--- src/hdl/assert_macros.svh ---
// Assertion macros used by the clipper top level.
`ifndef ASSERT_MACROS_SVH
`define ASSERT_MACROS_SVH
`ifndef SYNTH
`define ASSERT_IMPLIES(label, clk, rst_n, a, b) \
  label: assert property (@(posedge clk) disable iff (!rst_n) (a) |-> (b)) else $error("assert");
`define ASSERT_NEXT(label, clk, rst_n, a, b) \
  label: assert property (@(posedge clk) disable iff (!rst_n) (a) |=> (b)) else $error("assert");
`else
`define ASSERT_IMPLIES(label, clk, rst_n, a, b)
`define ASSERT_NEXT(label, clk, rst_n, a, b)
`endif
`endif

--- src/hdl/cpsc_pkg.sv ---
// Shared types and constants of the polygon segment clipper.
package cpsc_pkg;
  localparam int MAX_VERTICES = 16;
  localparam int COORD_BITS = 12;
  localparam int IDX_BITS = $clog2(MAX_VERTICES);
  localparam int CNT_BITS = 5;
  localparam int T_FRAC = 16;
  localparam int T_BITS = T_FRAC + 1;
  localparam int DOT_BITS = 2 * COORD_BITS + 3;
  localparam logic [T_BITS-1:0] T_ONE = T_BITS'(1) << T_FRAC;
  localparam logic KIND_LOAD = 1'b0;
  localparam logic KIND_CLIP = 1'b1;

  typedef enum logic [2:0] {
    ST_IDLE, ST_READ, ST_DOT, ST_DIV, ST_NEXT, ST_LERP, ST_OUT
  } state_t;

  typedef struct packed {
    logic [COORD_BITS-1:0] vx;
    logic [COORD_BITS-1:0] vy;
  } pair_t;

  typedef struct packed {
    logic start;
    logic [DOT_BITS-1:0] a;
    logic [DOT_BITS-1:0] b;
  } div_req_t;

  typedef struct packed {
    logic busy;
    logic done;
    logic [T_BITS-1:0] q;
  } div_rsp_t;

  typedef struct packed {
    logic kind;
    logic [IDX_BITS-1:0] vertex_index;
    logic signed [COORD_BITS-1:0] vertex_x;
    logic signed [COORD_BITS-1:0] vertex_y;
    logic signed [COORD_BITS-1:0] normal_x;
    logic signed [COORD_BITS-1:0] normal_y;
    logic signed [COORD_BITS-1:0] start_x;
    logic signed [COORD_BITS-1:0] start_y;
    logic signed [COORD_BITS-1:0] end_x;
    logic signed [COORD_BITS-1:0] end_y;
  } in_word_t;

  typedef struct packed {
    logic visible;
    logic signed [COORD_BITS-1:0] clip_start_x;
    logic signed [COORD_BITS-1:0] clip_start_y;
    logic signed [COORD_BITS-1:0] clip_end_x;
    logic signed [COORD_BITS-1:0] clip_end_y;
  } out_word_t;
endpackage

--- src/hdl/cpsc_div.sv ---
// Restoring divider giving round(a * 2^16 / b) for 0 <= a < b, one bit per cycle.
module cpsc_div (
  input  logic                clk,
  input  logic                rst_n,
  input  cpsc_pkg::div_req_t  req,
  output cpsc_pkg::div_rsp_t  rsp
);
  localparam int CB = $clog2(cpsc_pkg::T_FRAC + 2);
  logic [cpsc_pkg::DOT_BITS:0] r_r, r_nxt;
  logic [cpsc_pkg::DOT_BITS-1:0] b_r;
  logic [cpsc_pkg::T_BITS-1:0] q_r, q_nxt;
  logic [CB-1:0] cnt_r;
  logic busy_r, done_r;
  logic [cpsc_pkg::DOT_BITS:0] sh;
  logic [cpsc_pkg::DOT_BITS+1:0] r2;

  always_comb begin
    sh = r_r << 1;
    r_nxt = sh;
    q_nxt = q_r << 1;
    if (sh >= {1'b0, b_r}) begin
      r_nxt = sh - {1'b0, b_r};
      q_nxt[0] = 1'b1;
    end
    r2 = {r_r, 1'b0};
  end

  always_ff @(posedge clk) begin
    if (!rst_n) begin
      busy_r <= 1'b0;
      done_r <= 1'b0;
      cnt_r <= '0;
    end else begin
      done_r <= 1'b0;
      if (req.start) begin
        busy_r <= 1'b1;
        cnt_r <= '0;
        r_r <= {1'b0, req.a};
        b_r <= req.b;
        q_r <= '0;
      end else if (busy_r) begin
        if (cnt_r == CB'(cpsc_pkg::T_FRAC)) begin
          if (r2 >= {2'b0, b_r}) q_r <= q_r + 1'b1;
          busy_r <= 1'b0;
          done_r <= 1'b1;
        end else begin
          r_r <= r_nxt;
          q_r <= q_nxt;
          cnt_r <= cnt_r + 1'b1;
        end
      end
    end
  end

  assign rsp.busy = busy_r;
  assign rsp.done = done_r;
  assign rsp.q = q_r;
endmodule
--- config.mk ---
export PLATFORM = sky130hd
export DESIGN_NAME = cpsc_div
export DESIGN_NICKNAME = d
export VERILOG_FILES = /design/src/hdl/assert_macros.svh /design/src/hdl/cpsc_pkg.sv /design/src/hdl/cpsc_div.sv
export SDC_FILE = /design/constraint.sdc
export NUM_CORES = 1
export LEC_CHECK = 0
export ABC_AREA = 1
export BUFFER_PORTS_ARGS = -buffer_cell sky130_fd_sc_hd__buf_2
export CORE_ASPECT_RATIO = 0.9
export CORE_MARGIN = 8
export CORE_UTILIZATION = 32
export CTS_BUF_LIST = sky130_fd_sc_hd__clkbuf_16
export DETAILED_ROUTE_END_ITERATION = 12
export SKIP_LAST_GASP = 1
export SLEW_MARGIN = 15
export SYNTH_ARGS = -nofsm -noshare
export SYNTH_HDL_FRONTEND = slang
export SYNTH_SLANG_ARGS = --single-unit
export TNS_END_PERCENT = 50
--- constraint.sdc ---
create_clock -name clk -period 9.2 [get_ports clk]
set_input_delay 0.92 -clock clk [delete_from_list [all_inputs] [get_ports clk]]
set_output_delay 0.92 -clock clk [all_outputs]
set_load 0.03 [all_outputs]
==> metrics.txt, run 1 <==
Top Ports 76; CTS tree built; CP max stage cell nand3_2; total CTS buffers 9; met2 Resource Use GR 22.9%; global-route wire length before repair 28.4 mm; Synth area leaders edfxtp_1, nand2_1, inv_1, ha_1, nand3_1; initial cell density of the core 32.2%; Slew Limit Fails 0; Core ar. 19000 sq um; Reg2Reg Depth 9; crit-path cells fa_1 -> nand3_1 -> nand3_1 -> nand2_1 -> nand3_1 -> nand2_2 -> nand3_2 -> nand3_1 -> o21ai_1; CP Class reg -> reg; layout cells sized above 1 11.0%; fin crit period 3.27 ns; Seq cells post-synth 79; Final Skew 0.0145 ns; worst path arrival time 3.37 ns; gr usage total 14.7%; Core Rows 48; number of global-route vias before repair 5674; number of nets in the layout 1048; Final Hold Fails 0; DP HPWL 12.9 mm; Synth top area share 35.3%; GP Congestion 0.953; Detailed Routing Iterations Pass 1 4; Power Density 176 nW/um^2; hold-critical path depth 2; Congestion Overflow GR 0; Fillers 2099; FF-to-FF End q_r[0]; PortBufs 75; DR DRC count 0; met1 Usage GRT 19.8%; Peak VDD IR 81.0 uV; Synth area leader edfxtp_1; cells after synthesis 892; outcome finished, final reports clean; busiest layer in global routing met2; data required time of the worst path 9.30 ns; average cell area after synthesis 6.86 sq um; average wire per standard cell 13.9 microns; setup slack, reg-to-reg 5.93 ns; top_reg_cell synth edfxtp_1; dpl ws 5.91 ns; Multi-input gate area 2980 sq um; met3 Use GR 3.55%; Max Cap Viol 0; DRT Wirelength 16.9 mm; register area share after synthesis 37.6%; initial antenna violation count 0; area delta synth->final 15.5%; clock insertion delay at the later pin of the skew report 0.36 ns; Tcrit/Tclk final 35.6%; startpoint types flip-flop; hold_sp cnt_r[1]; FFs w/ async S/R, synth 0%; Die H 147 microns; slew margin rel. 25.3%; Worst-path clk slew 0.07 ns; leak pwr 3.66 nW; Reg area 2300 sq um; slew of the pin with the lowest slew margin 1.12 ns; largest net degree at the start of global routing 41; Hold Path Class reg -> reg; Netlist Area Pre-Place 6120 sq um; most frequent CP cell nand3_1; Final TNS setup 0 ns; Clock Tree Root clkbuf_16; Post-CTS Setup Bufs 0; Synth Warn # 0; post-CTS sizing 0; hold_ws 0.510 ns; hold endpoint cnt_r[1]; Setup WS post-layout 5.93 ns; Commonest cells post-synth nand2_1, inv_1, nand3_1, edfxtp_1, nor2_1; H-tree levels 3; post-synthesis cell type count 41; Max Fclk 306 MHz; Antenna Nets Post-Route 0; worst-path fanout max 29; Post-Synthesis Net Count 980; crit-path max cell delay 0.64 ns; count leader, synth nand2_1; # diodes 0; Reg2Reg Launch Point r_r[0]; Setup-failing EPs final 0; Die ar. 23800 sq um; # hold bufs at CTS 0; RSZ-0062 raised after global routing no; Vias/cell 4.65; vias 5649; Initial DRC Count 405; Die Wd 162 microns; crit end category flip-flop; Clock Tree Buf Depth 2; clock sink count 79; Post-synth EDFFs 72
-- flip-flops by register name, summed over array words and instances, names as in the netlist --
name,cells
b_r,27
busy_r,1
cnt_r,5
done_r,1
q_r,17
r_r,28
-- per-stage QoR --
| step | power (mW) | util, % | std cells | cell area, sq um |
|---|---|---|---|---|
| after detailed placement | 0.836 | 35.5 | 1199 | 6730 |
| final | 1.24 | 37.2 | 1215 | 7070 |
| after floorplan | 0.742 | - | 892 | 6120 |
| after global routing | 1.32 | 37.2 | 1215 | 7070 |
| after global placement | 0.835 | 35.5 | 1199 | 6730 |
| after CTS | 1.25 | 37.2 | 1215 | 7070 |
-- how the worst max path moves through the flow --
| stage | cells past startpoint | slack [ns] | from | to |
|---|---|---|---|---|
| finish | 9 | 5.93 | r_r[0] | q_r[0] |
| global route | 12 | 5.62 | r_r[17] | r_r[16] |
| CTS | 12 | 5.95 | r_r[17] | r_r[24] |
| detailed placement | 6 | 5.91 | req[54] | cnt_r[4] |
| global placement | 6 | 5.93 | req[54] | cnt_r[4] |
| floorplan | 6 | 5.61 | cnt_r[0] | r_r[0] |
-- final cells by class --
cell class	count	area share, %
clock buffer	9	3.19
clock inverter	7	1.54
inverter	197	10.5
multi-input combinational	595	42.2
sequential	79	32.6
tap	250	4.43
timing repair buffer	78	5.63
-- critical path: cells and delay by family (launching register included) --
family	cells	cell delay, ns
AND/OR/NAND/NOR	7	1.93
adder cells (fa/ha/maj)	1	0.52
flip-flops	1	0.44
AO/OA/AOI/OAI	1	0.10
-- cell families after synthesis --
kind of cell	Yosys count	synth area share (%)
xor gates and xnor gates	18	2.58
DFF	79	37.6
buffers and inverters	218	13.8
AOI/OAI and AO/OA	58	5.36
adders and majority gates	31	6.46
and+or+nand+nor	488	34.2
-- report_power, final --
group	total (mW)	switching [mW]	internal [mW]
Clock	0.410	0.166	0.245
Combinational	0.379	0.247	0.132
Sequential	0.451	0.0189	0.432
-- cell usage in the layout (no fill, tap or decap), types with 7 or more instances in the layout --
cell | netlist | routed
nand2_1 | 299 | 299
inv_1 | 194 | 194
nand3_1 | 75 | 75
buf_2 | 4 | 75
edfxtp_1 | 72 | 72
nor2_1 | 52 | 52
nand4_1 | 38 | 38
ha_1 | 30 | 30
a21oi_1 | 25 | 25
o21ai_0 | 19 | 18
xnor2_1 | 14 | 14
nor3_1 | 10 | 10
clkbuf_16 | 0 | 9
dfxtp_1 | 7 | 7
-- metal layers --
metal | vias to the layer above | wire [microns]
li1 | 2955 | -
met1 | 2550 | 8420
met2 | 126 | 7410
met3 | 18 | 873
met4 | 0 | 244
met5 | - | 0
Power figures use the tool's default switching activity.
==> run 2: changes to the inputs <==
- clock period: 9.2 -> 3.2 ns (I/O delays scaled with it)
==> run 2 against run 1 <==
  * Worst hold slack worse by 0.37 ns
  * Cell area up 0.81%
  * Register-to-register slack worse by 5.5 ns
  * Wire length up 3.4%
  * Global-route usage up 0.39 points
  * Sequential share of layout area down 0.26 points
  * First-iteration DRC count down 12%
  * Die area unchanged
  * Worst setup slack worse by 5.5 ns
  * Core utilization up 0.30 points
  * Clock skew down 0.0046 ns
  * Total power rose to 2.8 times the previous value
  * Largest cell class unchanged
  * Largest power group unchanged
==> metrics.txt, run 2 (synthesized netlist as in run 1, its figures left out) <==
DP HPWL 13.7 mm (+6.2%); layout cells sized above 1 11.8% (+0.82 points); outcome finished, final reports clean; Final TNS setup 0 ns (unchanged); Congestion Overflow GR 0 (unchanged); hold-critical path depth 1 (-1); worst path arrival time 2.90 ns (-0.47 ns); PortBufs 75 (unchanged); CTS tree built; GP Congestion 0.906 (-4.9%); hold endpoint b_r[10]; # hold bufs at CTS 0 (unchanged); Post-CTS Setup Bufs 0 (unchanged); hold_ws 0.138 ns (-0.372 ns); Final Skew 0.00993 ns (-0.00457 ns); Top Registers r_r: 28 flops, b_r: 27 flops, q_r: 17 flops; Die H 147 microns (unchanged); hold_sp req[10]; DRT Wirelength 17.5 mm (+3.4%); Antenna Nets Post-Route 0 (unchanged); clock insertion delay at the later pin of the skew report 0.36 ns (about the same); crit end category flip-flop; RSZ-0062 raised after global routing no; Setup-failing EPs final 0 (unchanged); gr usage total 15.1% (+0.39 points); Worst-path clk slew 0.07 ns (about the same); total CTS buffers 9 (unchanged); Peak VDD IR 218 uV (+170%); Max Cap Viol 0 (unchanged); Reg2Reg Launch Point b_r[0]; Reg2Reg Depth 11 (+2); number of nets in the layout 1057 (+0.86%); Final Hold Fails 0 (unchanged); number of global-route vias before repair 5786 (+2.0%); Clock Tree Root clkbuf_16; largest net degree at the start of global routing 29 (-29%); global-route wire length before repair 29.1 mm (+2.3%); most common cell after layout, fill and taps aside nand2_1; # diodes 0 (unchanged); FF-to-FF End q_r[0]; vias 5707 (+1.0%); slew of the pin with the lowest slew margin 0.653 ns (-0.464 ns); Vias/cell 4.66 (+0.28%); Top Ports 76 (unchanged); slew margin rel. 56.4% (+31 points); Core Rows 48 (unchanged); average wire per standard cell 14.3 microns (+2.6%); fin crit period 2.79 ns (-0.483 ns); post-CTS sizing 0 (unchanged); Die Wd 162 microns (unchanged); H-tree levels 3 (unchanged); Max Fclk 359 MHz (+17%); Initial DRC Count 357 (-12%); leak pwr 3.69 nW (+0.84%); crit path from b_r[0]; CP Class reg -> reg; area delta synth->final 16.4%; worst-path fanout max 12 (-59%); clock sink count 79 (unchanged); most frequent cells in the layout nand2_1, inv_1, nand3_1, buf_2, edfxtp_1; Clock Tree Buf Depth 2 (unchanged); Die ar. 23800 sq um (unchanged); Power Density 494 nW/um^2 (+180%); setup slack, reg-to-reg 0.41 ns (-5.52 ns); Hold Path Class in -> reg; Detailed Routing Iterations Pass 1 5 (+1); Slew Limit Fails 0 (unchanged); Core ar. 19000 sq um (unchanged); Reg with most FFs r_r; DR DRC count 0 (unchanged); Tcrit/Tclk final 87.1% (+52 points); startpoint types flip-flop; initial antenna violation count 0 (unchanged); data required time of the worst path 3.31 ns (-5.99 ns); max reg flops 28 (unchanged); initial cell density of the core 32.2% (unchanged)
-- run 2: layout make-up --
type                            count  area, sq um
Sequential cell                    79         2300
Timing Repair Buffer               87          478
Clock buffer                        9          225
Multi-Input combinational cell    595         2980
Fill cell                        2106        11900
Clock inverter                      7         86.3
Inverter                          197          739
Tap cell                          250          313
-- run 2: routing by layer --
| layer | share of wire, % | up-vias | global-route usage (%) |
|---|---|---|---|
| met1 | 50 | 2597 | 20.0 |
| met4 | 1.0 | 0 | 3.38 |
| li1 | - | 2975 | - |
| met5 | 0 | - | 0 |
| met2 | 44 | 121 | 24.4 |
| met3 | 5.0 | 14 | 3.64 |
-- run 2: power by group --
group / switching, mW / internal [mW] / total, mW
Combinational: 0.723 / 0.391 / 1.11
Sequential: 0.0537 / 1.24 / 1.30
Clock: 0.484 / 0.624 / 1.11
Total: 1.26 / 2.26 / 3.52
-- run 2: stage by stage --
step           total power [mW]  cell area (sq um)  setup WS [ns]  utilization, %  instances
2_1_floorplan              2.13               6120          0.365               -        892
3_3_place_gp               2.43               6810          0.482            35.9       1208
3_5_place_dp               2.43               6810          0.406            35.9       1208
4_1_cts                    3.55               7120          0.395            37.5       1224
5_1_grt                    3.75               7120          0.173            37.5       1224
6_report                   3.52               7120          0.412            37.5       1224
-- run 2: critical path, cell delays in order, from the launching register on --
cell      delay (ns)
edfxtp_1        0.36
inv_1           0.12
fa_1            0.48
nand3_1         0.11
nand3_1         0.19
nand2_1         0.13
nand3_1         0.13
nand2_2         0.27
nand3_2         0.30
buf_4           0.30
nand3_1         0.07
o21ai_1         0.07
-- run 2: how the worst max path moves through the flow --
| stage | to | slack (ns) | depth (start not counted) |
|---|---|---|---|
| finish | q_r[0] | 0.41 | 11 |
| global route | r_r[0] | 0.17 | 11 |
| CTS | q_r[0] | 0.40 | 11 |
| detailed placement | q_r[0] | 0.41 | 10 |
| global placement | q_r[0] | 0.48 | 10 |
| floorplan | r_r[0] | 0.37 | 6 |
